<file path="src/sv/ibd_pkg.sv">
// types, constants and field layout helpers for the indoor bike data parser
package ibd_pkg;

   localparam int unsigned BYTE_W     = 8;
   localparam int unsigned FLAG_W     = 7;
   localparam int unsigned VALUE_W    = 16;
   localparam int unsigned POS_W      = 8;
   localparam int unsigned OFS_W      = 5;
   localparam int unsigned RSP_DATA_W = 56;

   localparam logic [POS_W-1:0] POS_MAX = '1;

   // flag bit positions
   localparam int unsigned FLAG_SPEED_ABSENT = 0;
   localparam int unsigned FLAG_AVG_SPEED    = 1;
   localparam int unsigned FLAG_CADENCE      = 2;
   localparam int unsigned FLAG_AVG_CADENCE  = 3;
   localparam int unsigned FLAG_DISTANCE     = 4;
   localparam int unsigned FLAG_RESISTANCE   = 5;
   localparam int unsigned FLAG_POWER        = 6;

   typedef struct packed {
      logic [BYTE_W-1:0] data_byte;
      logic              last_byte;
   } item_type;

   typedef struct packed {
      logic                      parse_ok;
      logic                      speed_present;
      logic [VALUE_W-1:0]        speed_raw;
      logic                      cadence_present;
      logic [VALUE_W-1:0]        cadence_raw;
      logic                      power_present;
      logic signed [VALUE_W-1:0] power_watts;
   } result_type;

   typedef struct packed {
      logic [OFS_W-1:0] speed_at;
      logic [OFS_W-1:0] cadence_at;
      logic [OFS_W-1:0] power_at;
      logic [OFS_W-1:0] end_at;
   } layout_type;

   // byte offsets of the fields that follow the two flag bytes
   function automatic layout_type lay_out(input logic [FLAG_W-1:0] f);
      layout_type       l;
      logic [OFS_W-1:0] at;
      at = OFS_W'(2);
      l.speed_at = at;
      if (!f[FLAG_SPEED_ABSENT]) at = at + OFS_W'(2);
      if (f[FLAG_AVG_SPEED]) at = at + OFS_W'(2);
      l.cadence_at = at;
      if (f[FLAG_CADENCE]) at = at + OFS_W'(2);
      if (f[FLAG_AVG_CADENCE]) at = at + OFS_W'(2);
      if (f[FLAG_DISTANCE]) at = at + OFS_W'(3);
      if (f[FLAG_RESISTANCE]) at = at + OFS_W'(2);
      l.power_at = at;
      if (f[FLAG_POWER]) at = at + OFS_W'(2);
      l.end_at = at;
      return l;
   endfunction

   // little-endian capture of a 16-bit field starting at offset at
   function automatic logic [VALUE_W-1:0] take_byte(
      input logic [VALUE_W-1:0] v,
      input logic [POS_W-1:0]   pos,
      input logic [OFS_W-1:0]   at,
      input logic [BYTE_W-1:0]  b
   );
      logic [POS_W-1:0] at_ext;
      at_ext = {{(POS_W-OFS_W){1'b0}}, at};
      if (pos == at_ext) return {v[VALUE_W-1:BYTE_W], b};
      if (pos == at_ext + POS_W'(1)) return {b, v[BYTE_W-1:0]};
      return v;
   endfunction

endpackage

</file>
<file path="src/sv/ibd_input_stage.sv">
// input register stage for notification bytes
module ibd_input_stage (
   input  logic              clock,
   input  logic              reset,
   input  logic              in_valid,
   output logic              in_ready,
   input  ibd_pkg::item_type in_item,
   output logic              hold_valid,
   output ibd_pkg::item_type hold_item,
   input  logic              advance
);
   import ibd_pkg::*;

   logic     valid_ff, valid_in;
   item_type item_ff, item_in;

   assign in_ready = !valid_ff || advance;

   always_comb begin
      valid_in = valid_ff;
      item_in  = item_ff;
      if (in_ready) begin
         valid_in = in_valid;
         item_in  = in_item;
      end
   end

   always_ff @(posedge clock) begin
      if (reset) begin
         valid_ff <= 1'b0;
      end else begin
         valid_ff <= valid_in;
      end
      item_ff <= item_in;
   end

   assign hold_valid = valid_ff;
   assign hold_item  = item_ff;

endmodule

</file>
<file path="src/sv/ibd_parse_core.sv">
// per-notification parse state and result logic
module ibd_parse_core (
   input  logic                clock,
   input  logic                reset,
   input  logic                step,
   input  ibd_pkg::item_type   item,
   output ibd_pkg::result_type result
);
   import ibd_pkg::*;

   logic [POS_W-1:0]   pos_ff, pos_in;
   logic [FLAG_W-1:0]  flags_ff, flags_in;
   logic [VALUE_W-1:0] speed_ff, speed_in;
   logic [VALUE_W-1:0] cadence_ff, cadence_in;
   logic [VALUE_W-1:0] power_ff, power_in;
   layout_type         lay;
   logic               past_flags;
   logic [POS_W:0]     len;
   logic               sp, cp, pp;

   // flags live in the register from byte 1 on; byte 0 results are all zero anyway
   assign lay        = lay_out(flags_ff);
   assign past_flags = pos_ff >= POS_W'(2);

   always_comb begin
      pos_in     = pos_ff;
      flags_in   = flags_ff;
      speed_in   = speed_ff;
      cadence_in = cadence_ff;
      power_in   = power_ff;
      if (pos_ff == '0) begin
         flags_in = item.data_byte[FLAG_W-1:0];
      end else if (past_flags) begin
         if (!flags_ff[FLAG_SPEED_ABSENT]) begin
            speed_in = take_byte(speed_ff, pos_ff, lay.speed_at, item.data_byte);
         end
         if (flags_ff[FLAG_CADENCE]) begin
            cadence_in = take_byte(cadence_ff, pos_ff, lay.cadence_at, item.data_byte);
         end
         if (flags_ff[FLAG_POWER]) begin
            power_in = take_byte(power_ff, pos_ff, lay.power_at, item.data_byte);
         end
      end
      if (pos_ff != POS_MAX) begin
         pos_in = pos_ff + POS_W'(1);
      end
   end

   assign len = {1'b0, pos_ff} + (POS_W+1)'(1);
   assign sp  = (pos_ff != '0) && !flags_ff[FLAG_SPEED_ABSENT]
                && (pos_ff > {{(POS_W-OFS_W){1'b0}}, lay.speed_at});
   assign cp  = (pos_ff != '0) && flags_ff[FLAG_CADENCE]
                && (pos_ff > {{(POS_W-OFS_W){1'b0}}, lay.cadence_at});
   assign pp  = (pos_ff != '0) && flags_ff[FLAG_POWER]
                && (pos_ff > {{(POS_W-OFS_W){1'b0}}, lay.power_at});

   always_comb begin
      result.parse_ok        = (pos_ff != '0)
                               && (len >= {{(POS_W+1-OFS_W){1'b0}}, lay.end_at});
      result.speed_present   = sp;
      result.speed_raw       = sp ? speed_in : '0;
      result.cadence_present = cp;
      result.cadence_raw     = cp ? cadence_in : '0;
      result.power_present   = pp;
      result.power_watts     = pp ? power_in : '0;
   end

   always_ff @(posedge clock) begin
      if (reset) begin
         pos_ff     <= '0;
         flags_ff   <= '0;
         speed_ff   <= '0;
         cadence_ff <= '0;
         power_ff   <= '0;
      end else if (step) begin
         if (item.last_byte) begin
            pos_ff     <= '0;
            flags_ff   <= '0;
            speed_ff   <= '0;
            cadence_ff <= '0;
            power_ff   <= '0;
         end else begin
            pos_ff     <= pos_in;
            flags_ff   <= flags_in;
            speed_ff   <= speed_in;
            cadence_ff <= cadence_in;
            power_ff   <= power_in;
         end
      end
   end

   a_clear_on_last: assert property (@(posedge clock) disable iff (reset)
      step && item.last_byte |=> pos_ff == '0 && flags_ff == '0)
      else $error("parse state not cleared after last item");

   a_pos_count: assert property (@(posedge clock) disable iff (reset)
      step && !item.last_byte && pos_ff != POS_MAX |=> pos_ff == $past(pos_ff) + POS_W'(1))
      else $error("byte position did not advance");

   a_ok_speed: assert property (@(posedge clock) disable iff (reset)
      result.parse_ok && !flags_ff[FLAG_SPEED_ABSENT] |-> result.speed_present)
      else $error("complete notification without flagged speed");

   a_ok_power: assert property (@(posedge clock) disable iff (reset)
      result.parse_ok && flags_ff[FLAG_POWER] |-> result.power_present)
      else $error("complete notification without flagged power");

endmodule

</file>
<file path="src/sv/ibd_output_stage.sv">
// result register holding one parsed notification until taken
module ibd_output_stage (
   input  logic                          clock,
   input  logic                          reset,
   input  logic                          load,
   input  ibd_pkg::result_type           result,
   output logic                          out_valid,
   input  logic                          out_ready,
   output logic [ibd_pkg::RSP_DATA_W-1:0] out_data
);
   import ibd_pkg::*;

   logic                  valid_ff;
   logic [RSP_DATA_W-1:0] data_ff;
   logic [RSP_DATA_W-1:0] data_in;

   assign data_in = {{(RSP_DATA_W-52){1'b0}},
                     result.power_watts, result.power_present,
                     result.cadence_raw, result.cadence_present,
                     result.speed_raw, result.speed_present,
                     result.parse_ok};

   always_ff @(posedge clock) begin
      if (reset) begin
         valid_ff <= 1'b0;
      end else if (load) begin
         valid_ff <= 1'b1;
      end else if (out_ready) begin
         valid_ff <= 1'b0;
      end
      if (load) begin
         data_ff <= data_in;
      end
   end

   assign out_valid = valid_ff;
   assign out_data  = data_ff;

   a_no_overwrite: assert property (@(posedge clock) disable iff (reset)
      load |-> !valid_ff || out_ready)
      else $error("result overwritten before it was taken");

endmodule

</file>
<file path="src/sv/indoor_bike_data_parser.sv">
// indoor bike data parser: one notification byte per item, one result per notification
// a result is offered once the item with tlast has passed the input register
// and then the result register
// throughput: one byte per cycle; a stall only when a result is still waiting
// and the next last byte arrives
// reset: synchronous, active high; clears position, flags and captured fields
module indoor_bike_data_parser (
   input  logic                           clock,
   input  logic                           reset,
   input  logic                           req_tvalid,
   output logic                           req_tready,
   input  logic [7:0]                     req_tdata,  // [7:0] data_byte
   input  logic                           req_tlast,  // last_byte
   output logic                           rsp_tvalid,
   input  logic                           rsp_tready,
   // [0] parse_ok, [1] speed_present, [17:2] speed_raw, [18] cadence_present,
   // [34:19] cadence_raw, [35] power_present, [51:36] power_watts, [55:52] zero
   output logic [ibd_pkg::RSP_DATA_W-1:0] rsp_tdata
);
   import ibd_pkg::*;

   item_type   in_item;
   item_type   hold_item;
   logic       hold_valid;
   logic       step;
   result_type result;

   assign in_item.data_byte = req_tdata;
   assign in_item.last_byte = req_tlast;

   // a last byte moves on only when the result register can take its result
   assign step = hold_valid && (!hold_item.last_byte || !rsp_tvalid || rsp_tready);

   ibd_input_stage u_input (
      .clock      (clock),
      .reset      (reset),
      .in_valid   (req_tvalid),
      .in_ready   (req_tready),
      .in_item    (in_item),
      .hold_valid (hold_valid),
      .hold_item  (hold_item),
      .advance    (step)
   );

   ibd_parse_core u_core (
      .clock  (clock),
      .reset  (reset),
      .step   (step),
      .item   (hold_item),
      .result (result)
   );

   ibd_output_stage u_output (
      .clock     (clock),
      .reset     (reset),
      .load      (step && hold_item.last_byte),
      .result    (result),
      .out_valid (rsp_tvalid),
      .out_ready (rsp_tready),
      .out_data  (rsp_tdata)
   );

   a_last_gives_result: assert property (@(posedge clock) disable iff (reset)
      step && hold_item.last_byte |=> rsp_tvalid)
      else $error("last item gave no result");

   a_pad_zero: assert property (@(posedge clock) disable iff (reset)
      rsp_tvalid |-> rsp_tdata[RSP_DATA_W-1:52] == '0)
      else $error("result padding not zero");

endmodule

</file>
<file path="config.mk">
export PLATFORM = sky130hd
export DESIGN_NAME = indoor_bike_data_parser
export DESIGN_NICKNAME = d
export VERILOG_FILES = /design/src/sv/ibd_pkg.sv /design/src/sv/ibd_input_stage.sv /design/src/sv/ibd_parse_core.sv /design/src/sv/ibd_output_stage.sv /design/src/sv/indoor_bike_data_parser.sv
export SDC_FILE = /design/constraint.sdc
export NUM_CORES = 1
export LEC_CHECK = 0
export ABC_AREA = 1
export BUFFER_PORTS_ARGS = -buffer_cell sky130_fd_sc_hd__buf_2
export CAP_MARGIN = 25
export CORE_MARGIN = 5
export CORE_UTILIZATION = 39
export CTS_CLUSTER_SIZE = 14
export DETAILED_ROUTE_END_ITERATION = 6
export PLACE_DENSITY = 0.6
export SLEW_MARGIN = 25
export SYNTH_ARGS = -nofsm -noshare
export SYNTH_HDL_FRONTEND = slang
export SYNTH_SLANG_ARGS = --single-unit
</file>
<file path="constraint.sdc">
create_clock -name clock -period 11.4 [get_ports clock]
set_clock_uncertainty 0.05 [all_clocks]
set_input_delay 0 -clock clock [delete_from_list [all_inputs] [get_ports clock]]
set_output_delay 0 -clock clock [all_outputs]
set_load 0.03 [all_outputs]
</file>
==> results_dict.tcl, run 1 <==
set metrics [dict create \
    total_power_w 0.00110 \
    ys.flop_type "dfxtp_1" \
    rsz0062_at_grt "no" \
    r2r-start "u_core.flags_ff[0]" \
    die_w_um 137 \
    clk_latency_ps 420 \
    rrSetupSlack_ps 7420 \
    ctsRootBufferMaster "clkbuf_16" \
    worst_setup_path_end_kind "flip-flop" \
    cap_violations 0 \
    r2r-end "u_core.power_ff[6]" \
    die_area_sq_mm 0.0187 \
    core_area_sq_mm 0.0158 \
    grt_pass1_wl_um 24100 \
    ys_async_sr_fraction 0 \
    met1Wirelength_um 7020 \
    path_class "reg -> reg" \
    status "complete, no violations" \
    min_from "reset" \
    ys_warn_count 0 \
    leakage_nw 3.24 \
    fmax_mhz 251 \
    routed_wl_um 14900 \
    slew_headroom 0.517 \
    worst_ir_drop_vdd_mv 0.115 \
    p_per_area_mw_per_mm2 147 \
    syn_area_per_cell_sq_um 8.30 \
    drt_iter0_drc 320 \
    drc 0 \
    placed_cell_area_sq_mm 0.00681 \
    fin_area_sq_mm 0.00752 \
    arrival_ps 4210 \
    path_clk_slew_ps 50 \
    clock-sinks 126 \
    fill_cells 1539 \
    synth_cell_types 39 \
    drtPass1Iterations 6 \
    worstPathRequired_ps 11630 \
    antenna_found_initial 0 \
    wl_met3_um 675 \
    postRouteAntennaNets 0 \
    fin_nets 870 \
    areaGrowthSynthToFinish_pct 19.8 \
    layout-drive-gt1-share 0.156 \
    overflow 0 \
    ios 71 \
    start_util 0.397 \
    critPathLaunchType "flip-flop" \
    min_path_type "in -> reg" \
    hpwlAfterDp_um 9940 \
    grt_usage 0.166 \
    hold-path-endpoint "u_core.cadence_ff[7]" \
    grt_max_degree 65 \
    dr_wl_met2_um 6940 \
    finalCriticalPeriod_ps 3980 \
    clock_path_buffers 2 \
    antenna_cells 0 \
    htreeDepth 4 \
    synth_edf_count 61 \
    via_per_inst 4.73 \
    rows 46 \
    tightestPinTransition_ps 723 \
    cp_max_fo 16 \
    synthCells 757 \
    vias 5037 \
    place_congestion 0.843 \
    portBuffers 66 \
    report.final.slew_viol_count 0 \
    finalHoldViolCount 0 \
    cts_tree "built" \
    synthesis.area_sq_mm 0.00628 \
    critPathLaunch "u_core.flags_ff[0]" \
    worstRegToRegCells 21 \
    synth.yosys.seq_area_share 0.499 \
    yosys_register_bits 126 \
    fin_crit_sh 0.349 \
    highest_layer "met4" \
    setup_tns_ps 0 \
    layout_common_cells "inv_1 (125), nand2_1 (125), nor2_1 (109), buf_2 (66), dfxtp_1 (65)" \
    whs_path_depth 3 \
    numCtsBuffers 17 \
    grt_pass1_vias 4802 \
    setup_viol 0 \
    die_h_um 137 \
    wl_per_cell_um 14.0 \
]
[where the power goes]
| part | total [W] | leakage [nW] | switching [W] | internal [W] |
|---|---|---|---|---|
| Clock | 0.000550 | 0.298 | 0.000183 | 0.000366 |
| Sequential | 0.000490 | 1.13 | 0.00000954 | 0.000480 |
| Combinational | 0.0000629 | 1.82 | 0.0000436 | 0.0000192 |
[flip-flops by register name (all words and copies together), names as in the netlist]
signal and count:
u_output.out_data 52, u_core.cadence_ff 16, u_core.power_ff 16, u_core.speed_ff 16, u_input.hold_item 9, u_core.pos_ff 8, u_core.flags_ff 7, u_input.hold_valid 1
u_output.out_valid 1
[worst max-delay path, cell delays in order, from the launching register on]
cell	delay (ps)
dfxtp_1	400
inv_1	130
fa_1	610
inv_1	70
nand2_1	80
nand2_1	50
ha_1	300
nand2_1	70
nand2_1	100
ha_1	280
nand2_1	70
nand2_2	120
inv_1	60
ha_1	270
nand2_1	60
nor2_1	100
and3_1	200
nand3_2	270
o21ai_0	340
o22ai_1	110
inv_1	80
nor2_1	30
[synthesized netlist by cell type, drive strengths merged, types with 3 or more instances]
cell       n  share of area
o22ai     32          0.032
mux2i      8          0.013
nand3b     3         0.0036
o21ai     40          0.032
ha        21          0.042
a2bb2oi    8          0.011
nor4       7         0.0080
xor2      10          0.014
a21oi     26          0.021
inv      129          0.077
nand2    145          0.097
nand3     42          0.035
buf        7         0.0076
nor3       5         0.0048
nand4      4         0.0060
clkbuf    18          0.011
dfxtp     65           0.21
edfxtp    61           0.29
nor2     115          0.074
[what timing repair did]
| item | CTS | global route |
|---|---|---|
| hold buffers | 11 | 0 |
| resized for setup | 0 | 0 |
| hold endpoints to repair | 11 | 0 |
| setup buffers | 0 | 0 |
[layout make-up]
| type | instances | area (sq um) | area share |
|---|---|---|---|
| clock buffer | 25 | 497 | 0.0660 |
| clock inverter | 7 | 109 | 0.0145 |
| inverter | 131 | 492 | 0.0654 |
| multi-input combinational | 478 | 2550 | 0.339 |
| sequential | 126 | 3130 | 0.416 |
| tap | 216 | 270 | 0.0359 |
| timing repair buffer | 81 | 470 | 0.0625 |
[worst max path at each step]
stage,to,slack [ps],depth (start not counted)
final,u_core.power_ff[6],7420,21
after global routing,u_core.power_ff[7],7010,21
after CTS,u_output.out_data[36],7410,19
after detailed placement,u_output.out_data[36],7420,19
after global placement,u_output.out_data[38],7460,19
after floorplan,u_output.out_data[36],7750,20
[per-stage QoR]
stage	utilization	worst slack [ps]	cells	hold WS [ps]
after global placement	0.430	7460	1021	129
after floorplan	-	7750	760	48.9
final	0.475	7420	1064	169
after CTS	0.475	7410	1064	168
after global routing	0.475	7010	1064	205
after detailed placement	0.430	7420	1021	128
[logic make-up after synthesis]
kind of cell	count (synthesis)	synth area share
AND/OR/NAND/NOR	324	0.232
buffers and inverters	156	0.0966
flip-flops	126	0.499
AO/OA/AOI/OAI	109	0.0992
adder cells (fa/ha/maj)	22	0.0450
XOR/XNOR	11	0.0153
multiplexers	8	0.0128
other	1	0.000597
[per-layer routing]
metal  vias to the layer above  GRT usage
li1                       2608          -
met1                      2308      0.215
met2                        98      0.269
met3                        23     0.0452
met4                         0     0.0571
met5                         -          0
Power figures use the tool's default switching activity.
==> run 2, diff against run 1 <==
- clock period: 11.4 -> 3.8 ns (I/O delays scaled with it)
==> run 2 against run 1 <==
Effect of this change: via count fell by 0.28%; highest routed layer unchanged; die area did not move; cell count is 0.94% higher; wire length grew 2.4%; largest power group is now sequential cells; critical endpoint is now u_output.out_data[0]; global-route usage rose by 0.24 points; critical path depth shrank 2; combinational power grew to 3.2 times the previous value; maximum frequency up 13%; sequential share of layout area shrank 0.33 points.
==> results_dict.tcl, run 2 (synthesis gave the netlist of run 1 again) <==
set metrics [dict create \
    status "complete, no violations" \
    grt_pass1_vias 4819 \
    min_path_type "in -> reg" \
    dr_wl_met2_um 7000 \
    postRouteAntennaNets 0 \
    portBuffers 66 \
    rows 46 \
    grt_usage 0.169 \
    worstPathRequired_ps 3930 \
    drtPass1Iterations 4 \
    cts_tree "built" \
    slew_headroom 0.505 \
    layout-drive-gt1-share 0.172 \
    cap_violations 0 \
    leakage_nw 3.24 \
    die_h_um 137 \
    wl_met3_um 800 \
    p_per_area_mw_per_mm2 414 \
    place_congestion 0.865 \
    highest_layer "met4" \
    via_per_inst 4.68 \
    core_area_sq_mm 0.0158 \
    tightestPinTransition_ps 741 \
    ctsRootBufferMaster "clkbuf_16" \
    die_w_um 137 \
    wl_per_cell_um 14.2 \
    largest_reg_flops 52 \
    vias 5023 \
    fin_ws_ps 267 \
    overflow 0 \
    layout_common_cells "inv_1 (125), nand2_1 (123), nor2_1 (109), buf_2 (66), dfxtp_1 (65)" \
    numCtsBuffers 17 \
    drc 0 \
    crit_chain "fa_1, inv_1, nand2_1, nand2_1, ha_1, nand2_1, nand2_1, ha_1, nand2_2, nand2_2, ha_1, o21ai_1, ha_1, o21a_1, o21a_1, o21ai_2, nand3_1, nand2_1, inv_1" \
    start_util 0.397 \
    routed_wl_um 15200 \
    regArea_sq_mm 0.00313 \
    setup_viol 0 \
    critPathLaunchType "flip-flop" \
    grt_max_degree 41 \
    path_class "reg -> reg" \
    drt_iter0_drc 388 \
    antenna_found_initial 0 \
    antenna_cells 0 \
    worst_setup_path_end_kind "flip-flop" \
    final_common_cell "inv_1" \
    multi_input_area_sq_mm 0.00261 \
    worst_ir_drop_vdd_mv 0.327 \
    arrival_ps 3660 \
    crit_top_cell "nand2_1" \
    fill_cells 1542 \
    finalCriticalPeriod_ps 3530 \
    fin_crit_sh 0.930 \
    place_ws_ps 40.2 \
    clock_path_buffers 2 \
    cp_slowest_cell "fa_1" \
    report.final.slew_viol_count 0 \
    clk_latency_ps 420 \
    path_clk_slew_ps 50 \
    total_power_w 0.00314 \
    htreeDepth 4 \
    ios 71 \
    fmax_mhz 283 \
    die_area_sq_mm 0.0187 \
    cp_max_fo 5 \
    clock-sinks 126 \
    grt_pass1_wl_um 24400 \
    hpwlAfterDp_um 10200 \
    areaGrowthSynthToFinish_pct 20.7 \
    dp_cells 1030 \
    post_cts_buffers 0 \
    hold_ws_ps 74.7 \
    rsz0062_at_grt "yes" \
    fin_nets 880 \
    stdcell_count 1074 \
    met1Wirelength_um 7200 \
    finalHoldViolCount 0 \
    slowest_delay_ps 600 \
]
==> run 2: timing repair <==
action | CTS | global route
hold buffers | 11 | 0
hold endpoints to repair | 11 | 0
gates resized for setup | 0 | 22
endpoints found under the setup margin | 0 | 33
==> run 2: worst max-delay path, delay by kind of cell, from the launching register on <==
family	cells	cell delay, ps
AO/OA/AOI/OAI	4	540
AND/OR/NAND/NOR	8	590
adder cells (fa/ha/maj)	5	1700
flip-flops	1	320
buffers and inverters	2	110
==> run 2: area by class of cell <==
class / instances / share of cell area
sequential: 126 / 0.413
inverter: 131 / 0.0649
multi-input combinational: 479 / 0.344
clock buffer: 24 / 0.0609
timing repair buffer: 90 / 0.0726
clock inverter: 8 / 0.00875
tap: 216 / 0.0356
==> run 2: final timing paths <==
check        slack [ps]               start                    end  depth (start not counted)
min                  70               reset  u_core.cadence_ff[14]                          2
min reg2reg         420  u_core.power_ff[8]     u_core.power_ff[8]                          2
max reg2reg         270  u_core.flags_ff[2]   u_output.out_data[0]                         19
max                 270  u_core.flags_ff[2]   u_output.out_data[0]                         19
==> run 2: metal layers <==
layer	vias to the layer above	GRT usage
li1	2633	-
met1	2277	0.229
met2	93	0.270
met3	20	0.0353
met4	0	0.0549
met5	-	0
==> run 2: power by group <==
group	switching, W	internal, W	leakage (nW)
Combinational	0.000137	0.0000654	1.87
Clock	0.000567	0.000905	0.251
Sequential	0.0000281	0.00144	1.13
==> run 2: through the flow <==
stage | setup TNS (ps) | util | instance area, sq um
detailed placement | 0 | 0.435 | 6890
global placement | 0 | 0.435 | 6890
global route | -122 | 0.479 | 7580
floorplan | 0 | - | 6290
CTS | 0 | 0.475 | 7520
finish | 0 | 0.479 | 7580
